<file path="src/hw/rtl/fca_pkg.sv">
// fca_pkg: shared types and constants for the file allocation table block
// state encoding, opcodes, status codes and default sizes
// no dependencies
`default_nettype none

package fca_pkg;

    // default sizes
    localparam int DEF_NUM_BLOCKS       = 256;
    localparam int DEF_ROOT_ENTRIES     = 16;
    localparam int DEF_FIRST_DATA_BLOCK = 11;

    // request opcodes
    localparam logic [2:0] OP_CREATE = 3'd0;
    localparam logic [2:0] OP_REMOVE = 3'd1;
    localparam logic [2:0] OP_APPEND = 3'd2;
    localparam logic [2:0] OP_DELETE = 3'd3;
    localparam logic [2:0] OP_CHECK  = 3'd4;
    localparam logic [2:0] OP_NEXT   = 3'd5;

    // result status codes
    localparam logic [2:0] ST_OK          = 3'd0;
    localparam logic [2:0] ST_EXISTS      = 3'd1;
    localparam logic [2:0] ST_DIR_FULL    = 3'd2;
    localparam logic [2:0] ST_NO_FILE     = 3'd3;
    localparam logic [2:0] ST_NOT_EMPTY   = 3'd4;
    localparam logic [2:0] ST_DISK_FULL   = 3'd5;
    localparam logic [2:0] ST_NOT_IN_FILE = 3'd6;

    // sequencer states
    typedef enum logic [3:0] {
        S_INIT,
        S_IDLE,
        S_DIR_RD,
        S_DIR_CHK,
        S_ALLOC_WR,
        S_APP_RD,
        S_APP_CHK,
        S_WALK_CHK,
        S_WALK_RD,
        S_NEXT_RD,
        S_DEL_FREE
    } fca_state_t;

endpackage

`default_nettype wire

</file>
<file path="src/hw/rtl/fat_chain_allocator.sv">
// Operation: a request scans the root directory slot by slot (up to
// ROOT_ENTRIES slots), then append, delete, check and next walk the chain
// link by link to finish; the result is registered at the end.
// Throughput: one request at a time; the link table, with one read and one write port, sets the pace.
// Reset: asynchronous, active low; afterwards a sweep over every block
// formats the link table, and no request is taken until it ends.
// file: top level, depends on fca_pkg
`default_nettype none

module fat_chain_allocator
    import fca_pkg::*;
#(
    parameter int NUM_BLOCKS       = DEF_NUM_BLOCKS,
    parameter int ROOT_ENTRIES     = DEF_ROOT_ENTRIES,
    parameter int FIRST_DATA_BLOCK = DEF_FIRST_DATA_BLOCK
)
(
    input  wire logic        clk,
    input  wire logic        rst_n,
    input  wire logic        req_valid,
    output logic             req_ready,
    input  wire logic [2:0]  opcode,
    input  wire logic [63:0] file_name,
    input  wire logic [7:0]  block_number,
    output logic             rsp_valid,
    input  wire logic        rsp_ready,
    output logic [2:0]       status,
    output logic [7:0]       block_value
);

    localparam int AW = $clog2(NUM_BLOCKS);
    localparam int CW = ((AW > 8) ? AW : 8) + 1;
    localparam int SW = AW + 1;
    localparam int EW = (ROOT_ENTRIES > 1) ? $clog2(ROOT_ENTRIES) : 1;

    // block number lies inside the table
    function automatic logic in_range(input logic [7:0] b);
        in_range = CW'(b) < CW'(NUM_BLOCKS);
    endfunction

    // formatted link value of one block
    function automatic logic [7:0] init_link(input logic [AW-1:0] i);
        if ((CW'(i) >= CW'(FIRST_DATA_BLOCK)) && (CW'(i) + CW'(1) < CW'(NUM_BLOCKS)))
            init_link = 8'(CW'(i) + CW'(1));
        else
            init_link = 8'd0;
    endfunction

    fca_state_t state_reg, state_next;

    logic [2:0]              op_reg, op_next;
    logic [63:0]             name_reg, name_next;
    logic [7:0]              blk_reg, blk_next;
    logic [EW-1:0]           idx_reg, idx_next;
    logic [EW-1:0]           ent_reg, ent_next;
    logic                    free_ok_reg, free_ok_next;
    logic [EW-1:0]           free_idx_reg, free_idx_next;
    logic [7:0]              first_reg, first_next;
    logic [7:0]              free_head_reg, free_head_next;
    logic [7:0]              alloc_reg, alloc_next;
    logic [7:0]              cur_reg, cur_next;
    logic [7:0]              prev_reg, prev_next;
    logic [SW-1:0]           steps_reg, steps_next;
    logic [AW-1:0]           init_reg, init_next;
    logic [ROOT_ENTRIES-1:0] valid_reg, valid_next;
    logic                    rsp_valid_reg, rsp_valid_next;
    logic [2:0]              status_reg, status_next;
    logic [7:0]              value_reg, value_next;

    // memories
    logic [7:0]  link_mem [NUM_BLOCKS];
    logic [63:0] name_mem [ROOT_ENTRIES];
    logic [7:0]  first_mem [ROOT_ENTRIES];
    logic [7:0]  link_rd_reg;
    logic [63:0] name_rd_reg;
    logic [7:0]  first_rd_reg;

    logic          lw_en;
    logic [AW-1:0] lw_addr;
    logic [7:0]    lw_data;
    logic [AW-1:0] lr_addr;
    logic          nw_en;
    logic [EW-1:0] nw_addr;
    logic          fw_en;
    logic [EW-1:0] fw_addr;
    logic [7:0]    fw_data;

    // helper terms
    logic          hit, last_slot, fr_ok, cur_ok, alloc_ok, walk_stop, app_more;
    logic [EW-1:0] fr_idx;
    logic [7:0]    app_link, alloc_link;

    assign hit       = valid_reg[idx_reg] && (name_rd_reg == name_reg);
    assign last_slot = idx_reg == EW'(ROOT_ENTRIES - 1);
    assign fr_ok     = free_ok_reg || !valid_reg[idx_reg];
    assign fr_idx    = free_ok_reg ? free_idx_reg : idx_reg;
    assign cur_ok    = in_range(cur_reg);
    assign alloc_ok  = in_range(alloc_reg);
    assign walk_stop = (cur_reg == 8'd0) || !cur_ok || (steps_reg >= SW'(NUM_BLOCKS));
    assign app_link  = cur_ok ? link_rd_reg : 8'd0;
    assign app_more  = (app_link != 8'd0) && (steps_reg < SW'(NUM_BLOCKS));
    assign alloc_link = alloc_ok ? link_rd_reg : 8'd0;

    assign req_ready   = (state_reg == S_IDLE) && !rsp_valid_reg;
    assign rsp_valid   = rsp_valid_reg;
    assign status      = status_reg;
    assign block_value = value_reg;

    // link table: one write and one registered read per cycle
    always_ff @(posedge clk)
    begin
        if (lw_en)
            link_mem[lw_addr] <= lw_data;
        link_rd_reg <= link_mem[lr_addr];
    end

    // root directory names and first blocks
    always_ff @(posedge clk)
    begin
        if (nw_en)
            name_mem[nw_addr] <= name_reg;
        if (fw_en)
            first_mem[fw_addr] <= fw_data;
        name_rd_reg  <= name_mem[idx_reg];
        first_rd_reg <= first_mem[idx_reg];
    end

    // next state
    always_comb
    begin
        state_next = state_reg;
        unique case (state_reg)
            S_INIT:
            begin
                if (init_reg == AW'(NUM_BLOCKS - 1))
                    state_next = S_IDLE;
            end
            S_IDLE:
            begin
                if (req_valid && req_ready)
                    state_next = S_DIR_RD;
            end
            S_DIR_RD:
                state_next = S_DIR_CHK;
            S_DIR_CHK:
            begin
                if (!hit && !last_slot)
                    state_next = S_DIR_RD;
                else if (!hit)
                    state_next = S_IDLE;
                else
                begin
                    case (op_reg) inside
                        OP_APPEND:
                            state_next = (free_head_reg == 8'd0) ? S_IDLE : S_ALLOC_WR;
                        OP_DELETE, OP_CHECK, OP_NEXT:
                            state_next = S_WALK_CHK;
                        default:
                            state_next = S_IDLE;
                    endcase
                end
            end
            S_ALLOC_WR:
                state_next = (first_reg == 8'd0) ? S_IDLE : S_APP_RD;
            S_APP_RD:
                state_next = S_APP_CHK;
            S_APP_CHK:
                state_next = app_more ? S_APP_RD : S_IDLE;
            S_WALK_CHK:
            begin
                if (walk_stop)
                    state_next = S_IDLE;
                else if (cur_reg == blk_reg)
                    state_next = S_NEXT_RD;
                else
                    state_next = S_WALK_RD;
            end
            S_WALK_RD:
                state_next = S_WALK_CHK;
            S_NEXT_RD:
                state_next = (op_reg == OP_DELETE) ? S_DEL_FREE : S_IDLE;
            S_DEL_FREE:
                state_next = S_IDLE;
            default:
                state_next = S_IDLE;
        endcase
    end

    // datapath and memory ports
    always_comb
    begin
        op_next        = op_reg;
        name_next      = name_reg;
        blk_next       = blk_reg;
        idx_next       = idx_reg;
        ent_next       = ent_reg;
        free_ok_next   = free_ok_reg;
        free_idx_next  = free_idx_reg;
        first_next     = first_reg;
        free_head_next = free_head_reg;
        alloc_next     = alloc_reg;
        cur_next       = cur_reg;
        prev_next      = prev_reg;
        steps_next     = steps_reg;
        init_next      = init_reg;
        valid_next     = valid_reg;
        rsp_valid_next = rsp_valid_reg;
        status_next    = status_reg;
        value_next     = value_reg;
        lw_en          = 1'b0;
        lw_addr        = AW'(cur_reg);
        lw_data        = 8'd0;
        lr_addr        = AW'(cur_reg);
        nw_en          = 1'b0;
        nw_addr        = fr_idx;
        fw_en          = 1'b0;
        fw_addr        = ent_reg;
        fw_data        = 8'd0;

        // result transfer
        if (rsp_valid_reg && rsp_ready)
            rsp_valid_next = 1'b0;

        case (state_reg)
            // format sweep
            S_INIT:
            begin
                lw_en     = 1'b1;
                lw_addr   = init_reg;
                lw_data   = init_link(init_reg);
                init_next = init_reg + AW'(1);
            end
            S_IDLE:
            begin
                if (req_valid && req_ready)
                begin
                    op_next      = opcode;
                    name_next    = file_name;
                    blk_next     = block_number;
                    idx_next     = '0;
                    free_ok_next = 1'b0;
                end
            end
            // directory compare and dispatch
            S_DIR_CHK:
            begin
                if (!valid_reg[idx_reg] && !free_ok_reg)
                begin
                    free_ok_next  = 1'b1;
                    free_idx_next = idx_reg;
                end
                if (!hit && !last_slot)
                    idx_next = idx_reg + EW'(1);
                else
                begin
                    ent_next   = idx_reg;
                    first_next = first_rd_reg;
                    cur_next   = first_rd_reg;
                    steps_next = '0;
                    alloc_next = free_head_reg;
                    lr_addr    = AW'(free_head_reg);
                    value_next = 8'd0;
                    status_next = ST_OK;
                    case (op_reg) inside
                        OP_CREATE:
                        begin
                            if (hit)
                                status_next = ST_EXISTS;
                            else if (!fr_ok)
                                status_next = ST_DIR_FULL;
                            else
                            begin
                                nw_en   = 1'b1;
                                fw_en   = 1'b1;
                                fw_addr = fr_idx;
                                valid_next[fr_idx] = 1'b1;
                            end
                        end
                        OP_REMOVE:
                        begin
                            if (!hit)
                                status_next = ST_NO_FILE;
                            else if (first_rd_reg != 8'd0)
                                status_next = ST_NOT_EMPTY;
                            else
                                valid_next[idx_reg] = 1'b0;
                        end
                        OP_APPEND:
                        begin
                            if (!hit)
                                status_next = ST_NO_FILE;
                            else if (free_head_reg == 8'd0)
                                status_next = ST_DISK_FULL;
                        end
                        OP_DELETE, OP_CHECK, OP_NEXT:
                        begin
                            if (!hit)
                                status_next = ST_NO_FILE;
                        end
                        default:
                            status_next = ST_OK;
                    endcase
                    if (!hit || (op_reg != OP_APPEND && op_reg != OP_DELETE &&
                                 op_reg != OP_CHECK && op_reg != OP_NEXT) ||
                        (op_reg == OP_APPEND && free_head_reg == 8'd0))
                        rsp_valid_next = 1'b1;
                end
            end
            // take the free head and clear its link; a file with no blocks gets it as its first block
            S_ALLOC_WR:
            begin
                free_head_next = alloc_link;
                lw_en   = alloc_ok;
                lw_addr = AW'(alloc_reg);
                lw_data = 8'd0;
                if (first_reg == 8'd0)
                begin
                    fw_en          = 1'b1;
                    fw_addr        = ent_reg;
                    fw_data        = alloc_reg;
                    value_next     = alloc_reg;
                    rsp_valid_next = 1'b1;
                end
            end
            // walk to the chain tail, then link the new block behind it
            S_APP_CHK:
            begin
                if (app_more)
                begin
                    cur_next   = app_link;
                    steps_next = steps_reg + SW'(1);
                end
                else
                begin
                    lw_en          = cur_ok;
                    lw_addr        = AW'(cur_reg);
                    lw_data        = alloc_reg;
                    value_next     = alloc_reg;
                    rsp_valid_next = 1'b1;
                end
            end
            // membership walk
            S_WALK_CHK:
            begin
                if (walk_stop)
                begin
                    status_next    = ST_NOT_IN_FILE;
                    rsp_valid_next = 1'b1;
                end
                else if (cur_reg == blk_reg)
                    lr_addr = AW'(blk_reg);
                else
                    lr_addr = AW'(cur_reg);
            end
            S_WALK_RD:
            begin
                prev_next  = cur_reg;
                cur_next   = link_rd_reg;
                steps_next = steps_reg + SW'(1);
            end
            // successor known: finish check and next, unlink for delete
            S_NEXT_RD:
            begin
                case (op_reg)
                    OP_NEXT:
                    begin
                        value_next     = link_rd_reg;
                        rsp_valid_next = 1'b1;
                    end
                    OP_DELETE:
                    begin
                        if (first_reg == blk_reg)
                        begin
                            fw_en   = 1'b1;
                            fw_addr = ent_reg;
                            fw_data = link_rd_reg;
                        end
                        else
                        begin
                            lw_en   = 1'b1;
                            lw_addr = AW'(prev_reg);
                            lw_data = link_rd_reg;
                        end
                    end
                    default:
                        rsp_valid_next = 1'b1;
                endcase
            end
            // return the block to the free list
            S_DEL_FREE:
            begin
                lw_en          = 1'b1;
                lw_addr        = AW'(blk_reg);
                lw_data        = free_head_reg;
                free_head_next = blk_reg;
                rsp_valid_next = 1'b1;
            end
            default:
            begin
            end
        endcase
    end

    // control registers
    always_ff @(posedge clk or negedge rst_n)
    begin
        if (!rst_n)
        begin
            state_reg     <= S_INIT;
            init_reg      <= '0;
            valid_reg     <= '0;
            free_head_reg <= 8'(FIRST_DATA_BLOCK);
            rsp_valid_reg <= 1'b0;
            free_ok_reg   <= 1'b0;
        end
        else
        begin
            state_reg     <= state_next;
            init_reg      <= init_next;
            valid_reg     <= valid_next;
            free_head_reg <= free_head_next;
            rsp_valid_reg <= rsp_valid_next;
            free_ok_reg   <= free_ok_next;
        end
    end

    // payload registers
    always_ff @(posedge clk)
    begin
        op_reg       <= op_next;
        name_reg     <= name_next;
        blk_reg      <= blk_next;
        idx_reg      <= idx_next;
        ent_reg      <= ent_next;
        free_idx_reg <= free_idx_next;
        first_reg    <= first_next;
        alloc_reg    <= alloc_next;
        cur_reg      <= cur_next;
        prev_reg     <= prev_next;
        steps_reg    <= steps_next;
        status_reg   <= status_next;
        value_reg    <= value_next;
    end

`ifndef SYNTHESIS
    // no request is taken while a result waits
    a_ready_excl: assert property (@(posedge clk) disable iff (!rst_n)
        req_ready |-> !rsp_valid_reg)
        else $error("request ready while result pending");

    // an accepted request starts the directory scan
    a_start_scan: assert property (@(posedge clk) disable iff (!rst_n)
        (req_valid && req_ready) |=> (state_reg == S_DIR_RD))
        else $error("request did not start directory scan");

    // disk full only reported with an empty free list
    a_disk_full: assert property (@(posedge clk) disable iff (!rst_n)
        ($rose(rsp_valid_reg) && status_reg == ST_DISK_FULL) |-> (free_head_reg == 8'd0))
        else $error("disk full reported with free blocks left");

    // a block value only comes with success
    a_value_ok: assert property (@(posedge clk) disable iff (!rst_n)
        rsp_valid_reg |-> (value_reg == 8'd0 || status_reg == ST_OK))
        else $error("block value with error status");
`endif

endmodule

`default_nettype wire

</file>
<file path="config.mk">
export PLATFORM = sky130hd
export DESIGN_NAME = fat_chain_allocator
export DESIGN_NICKNAME = d
export VERILOG_FILES = /design/src/hw/rtl/fca_pkg.sv /design/src/hw/rtl/fat_chain_allocator.sv
export SDC_FILE = /design/constraint.sdc
export NUM_CORES = 2
export LEC_CHECK = 0
export ABC_AREA = 1
export BUFFER_PORTS_ARGS = -buffer_cell sky130_fd_sc_hd__buf_4
export CORE_UTILIZATION = 40
export DETAILED_ROUTE_END_ITERATION = 6
export GPL_TIMING_DRIVEN = 0
export SYNTH_ARGS = -nofsm -noshare
export SYNTH_HDL_FRONTEND = slang
export SYNTH_SLANG_ARGS = --single-unit
</file>
<file path="constraint.sdc">
create_clock -name clk -period 38.4 [get_ports clk]
set_input_delay 9.6 -clock clk [delete_from_list [all_inputs] [get_ports clk]]
set_output_delay 9.6 -clock clk [all_outputs]
set_load 0.05 [all_outputs]
</file>
# --- Yosys cells after proc, flatten, opt, wreduce, memory -nomap -nowiden ---
# Memory sizes are Yosys's and may differ from the RTL's. A register that Yosys moved wholly into a read port is not among the register bits.
# Cells that the tools add are included.
classes:
  addsub: 4
  order_cmp: 8
  eq_ne: 37
  muxes: 106
  n_bitwise: 4
  reduce_logical: 49
op_table:
  columns: ["cell", "n"]
  rows:
  - ["$mux 8", 18]
  - ["$mux 16", 6]
  - ["$pmux 8 s4", 3]
  - ["$eq 64x64->1", 1]
  - ["$mux 4", 15]
  - ["$pmux 8 s2", 3]
  - ["$pmux 4 s10", 1]
  - ["$mux 3", 13]
  - ["$mux 1", 30]
  - ["$pmux 9 s3", 1]
  - ["$logic_not 8->1", 3]
  - ["$ne 2x2->1 const B", 12]
  - ["$pmux 8 s3", 1]
  - ["$lt 9x9->1 const B", 2]
  - ["$mux 9", 2]
  - ["$and 16x16->16", 1]
  - ["$eq 4x3->1 const B", 4]
  - ["$eq 4x4->1 const B", 4]
  - ["$eq 8x8->1", 2]
  - ["$not 16->16", 1]
  - ["$or 16x16->16", 1]
  - ["$reduce_bool 8->1", 2]
  - ["$logic_and 1x1->1", 14]
  - ["$reduce_and 3->1", 4]
  - ["other kinds (37)", 64]
totals:
  regBits: 177
  mem_bits_rw: 3200
  input_bits: 79
  output_inout_bits: 13
  wordCells: 230
  memories: 3
memory_table:
  columns: ["name", "words", "word_bits", "rd", "rd_clocked_by_memory_dff", "wr", "line", "rtl"]
  rows:
  - ["link_mem", 256, 8, 1, 1, 1, "fat_chain_allocator.sv:71", "logic [7:0] link_mem [NUM_BLOCKS];"]
  - ["name_mem", 16, 64, 1, 1, 1, "fat_chain_allocator.sv:72", "logic [63:0] name_mem [ROOT_ENTRIES];"]
  - ["first_mem", 16, 8, 1, 1, 1, "fat_chain_allocator.sv:73", "logic [7:0] first_mem [ROOT_ENTRIES];"]

# --- Depth between registers and ports, before layout ---
depth:
  word_depth: 11
  ltp_mapped: 27
  ltp_nobuf: 24

# --- Worst setup path before layout ---
# Ideal clock, no wire load.
synth_path:
  path_kind: "input port to flip-flop"
  startpoint: "in req_valid"
  endpoint: "reg blk_reg[0], enable pin"
  setup_ps: 603
  arrival_ps: 14760
  required_time_ps: 37797
  path_slack_ps: 23037
  path_stages: 2
  path_buffers: 0
  cell_sequence: "inv_1 > nor3_1"
synth_between:
  elab_chain_cells: 2
synth_rtl:
  columns: ["element", "line", "rtl"]
  rows:
  - ["from (decl)", "fat_chain_allocator.sv:20", "input wire logic req_valid,"]
  - ["$logic_and 1x1->1", "fat_chain_allocator.sv:235", "if (req_valid && req_ready)"]
  - ["$reduce_and 2->1 (no source line)", null, null]
  - ["to (signal assigned)", "fat_chain_allocator.sv:432", "blk_reg <= blk_next;"]
  - ["to (decl)", "fat_chain_allocator.sv:53", "logic [7:0] blk_reg, blk_next;"]
# Every way passes these cells.
# A chain may end at the register's enable or synchronous reset.

# --- Final worst setup path ---
layout_path:
  startpoint: "reg state_reg[0]"
  endpoint: "out req_ready"
layout_between:
  elab_chain_cells: 2
layout_rtl:
  columns: ["element", "line", "rtl"]
  rows:
  - ["from (decl)", "fat_chain_allocator.sv:49", "fca_state_t state_reg, state_next;"]
  - ["from (signal assigned)", "fat_chain_allocator.sv:418", "state_reg <= state_next;"]
  - ["$eq 4x1->1", "fat_chain_allocator.sv:104", "assign req_ready = (state_reg == S_IDLE) && !rsp_valid_reg;"]
  - ["$logic_and 1x1->1", "fat_chain_allocator.sv:104", null]
  - ["to (decl)", "fat_chain_allocator.sv:21", "output logic req_ready,"]
# Every way passes these cells.

==> run_results.csv <==
group,metric,value,unit
yosys,syn-mean-instance-area,11.2,um2
layout,fillers,32861,
placement,gp_congestion,1.01,
route,routed-via-count,104122,
layout,nNetsFinal,13588,
layout,multi_input_area,33000,um2
cts,cts_tree,"done",
sta,slew_viol_final,136,
critical_path,worstPathMaxFanout,4,
layout,regArea,103000,um2
cts,post_cts.repair.setup_buffers,0,
route,wl_per_cell,28.5,um
sta,report.final.hold_viol_count,0,
floorplan,core_area,359000,um2
route,drtIter0Drc,15150,
layout,mostFrequentLayoutCells,"edfxtp_1, nand2_1, nand3_1, inv_1, nor2_1",
yosys,async_reset_ff_frac,0.0110,
worst_hold_path,worstHoldStart,"first_rd_reg[4]$_DFF_P_",
grt,grt_overflow_total,0,
yosys,synthFlopType,"edfxtp_1",
critical_path,crit_path_end_kind,"output pin",
cts,cts_sinks,3457,
sta,slew-limit-headroom,-0.110,
yosys,synth_cell_type_count,48,
grt,track_usage,0.285,
worst_hold_path,holdCritPathClass,"reg2reg",
layout,syn2layout_area_growth,14.9,%
power_and_ir_drop,static-leakage-power,62.4,nW
floorplan,die_area,364000,um2
cts,clk_path_buf_depth,4,
floorplan,ios,92,
critical_path,reg2regPathDepth,20,
job,maxCapViolations,24,
grt,antenna_found_initial,38,
critical_path,crit_required,28.80,ns
critical_path,cp.arrival,2.52,ns
floorplan,initial_utilization,0.402,
sta,rsz0062_at_grt,"no",
yosys,synth-seq-cells,3457,
yosys,netlist_area,145000,um2
yosys,yosysSeqAreaShare,0.711,
layout,top_regs,"link_mem: 2048 flops, name_mem: 1024 flops, first_mem: 128 flops",
cts,hold_buffers,0,
grt,grt_pass1_vias,97165,
yosys,synth.net_count,12982,
worst_hold_path,hold_depth,0,
sta,hold_slack,0.467,ns
floorplan,fp.dieW,603,um
cts,cts_max_level,5,
sta,min_period_over_period,0.316,
critical_path,critPathLaunchType,"flip-flop",
status,outcome,"finished, violations left",
sta,finalSetupViolCount,0,
layout,regMostFlops,"link_mem",
placement,numPortBuffers,91,
cts,cts_resized,0,
route,avgViaCountPerCell,5.60,
route,postRouteAntennaNets,0,
critical_path,crit_type,"reg2out",
sta,fmax,82.5,MHz
layout,largest_reg_flops,2048,
critical_path,rr_startpoint,"name_reg[23]$_DFFE_PP_",
status,violations,"DRC, capacitance limit, slew limit",
floorplan,die_height,603,um
layout,layout-drive-gt1-share,0.0890,
cts,numCtsBuffers,366,
route,drcViolationCount,5,
cts,clk_pin_slew_worst_paths,0.06,ns
critical_path,r2r_slack,30.72,ns
sta,finalSetupTns,0,ns
yosys,yosys_warnings,0,
route,drt_wl_total,530000,um
sta,tightest_slew,1.66,ns
critical_path,rr_endpoint,"alloc_link[2]$_DFF_P_",
worst_hold_path,hold_path_end,"first_reg[4]$_DFFE_PP_",
route,dr.pass1.iters,7,
placement,hpwl,377000,um
power_and_ir_drop,powerDensity,60.4,nW/um2
layout,layout_commonest_cell,"edfxtp_1",
cts,cts-root-buf,"clkbuf_16",
floorplan,placementRows,220,
sta,min_period,12.12,ns
grt,grt_max_degree,40,
yosys,synth_edf_count,3339,
cts,clock_latency,0.98,ns
sta,finClkSkew,0.0948,ns
power_and_ir_drop,ir_drop,0.0494,mV
grt,grt_pass1_wl,731000,um
yosys,netlist_instances,12897,
## metrics by stage
step	cells	setup WS [ns]	instance area, um2	util	total power (W)
after floorplan	12897	23.04	145000	-	0.00589
final	18598	26.28	166000	0.462	0.0100
after global placement	17761	6.92	151000	0.421	0.00704
after detailed placement	17903	26.60	154000	0.429	0.00657
after CTS	18571	26.21	166000	0.462	0.0100
after global routing	18584	26.09	166000	0.462	0.0103
## worst max path at each step
| stage | cells past startpoint | to | from | slack, ns |
|---|---|---|---|---|
| 4_1_cts | 7 | req_ready | state_reg[0]$_DFFE_PN0P_ | 26.21 |
| 3_5_place_dp | 8 | name_reg[15]$_DFFE_PP_ | req_valid | 26.60 |
| 3_3_place_gp | 7 | link_mem[126][0]$_DFFE_PP_ | state_reg[0]$_DFFE_PN0P_ | 6.92 |
| 6_report | 7 | req_ready | state_reg[0]$_DFFE_PN0P_ | 26.28 |
| 2_1_floorplan | 2 | blk_reg[0]$_DFFE_PP_ | req_valid | 23.04 |
| 5_1_grt | 7 | req_ready | state_reg[0]$_DFFE_PN0P_ | 26.09 |
## area by class of cell
cell class	instances	area share
flip-flops and latches	3457	0.619
multi-input cells	7158	0.199
clock buffers	492	0.0598
well taps	4773	0.0359
inverters	1535	0.0347
repair buffers	238	0.0211
plain buffers	747	0.0203
clock inverters	176	0.0102
diodes	22	0.000331
## worst max-delay path, cell delays in order, from the launching register on
cell	delay, ns
dfrtp_1	0.39
inv_1	0.07
nor2_1	0.13
inv_1	0.08
nor2_1	0.38
inv_1	0.16
nor2_1	0.12
buf_4	0.23
## Yosys cell counts (all sizes together), types with 6 or more instances
master | n | area [um2]
a22oi | 11 | 87.6
a211oi | 8 | 60.1
xor2 | 20 | 175
o211ai | 131 | 983
or2 | 12 | 75.1
nand3 | 1801 | 9040
dfxtp | 80 | 1600
o2111ai | 8 | 70.1
nand2 | 2820 | 10600
nor2 | 1050 | 3940
clkbuf | 351 | 1320
ha | 6 | 75.1
o21ai | 653 | 3270
edfxtp | 3339 | 100000
nor4 | 10 | 62.6
nand3b | 169 | 1270
dfrtp | 35 | 876
buf | 396 | 2040
nand4 | 90 | 578
nor3 | 12 | 65.1
a31oi | 16 | 100
o22ai | 301 | 1880
a21oi | 26 | 149
inv | 1533 | 5750
## metal layers
metal / vias to the layer above / GRT usage / part of all wire
li1: 45451 / - / -
met1: 50560 / 0.355 / 0.36
met2: 6566 / 0.451 / 0.45
met3: 1522 / 0.0707 / 0.11
met4: 23 / 0.168 / 0.070
met5: - / 0 / 0.00033
## power by group
part / switching, W / total, W / leakage (nW) / internal (W)
Combinational: 0.00134 / 0.00178 / 24.9 / 0.000437
Clock: 0.00152 / 0.00350 / 5.63 / 0.00198
Sequential: 0.0000864 / 0.00476 / 31.8 / 0.00468
## logic make-up after synthesis
kind of cell | share of synthesized area
simple gates | 0.177
flops | 0.711
buf+inv | 0.0631
compound gates | 0.0462
xor+xnor | 0.00139
fa+ha+maj | 0.000519
Note: power is estimated with default switching activity, not from simulation.
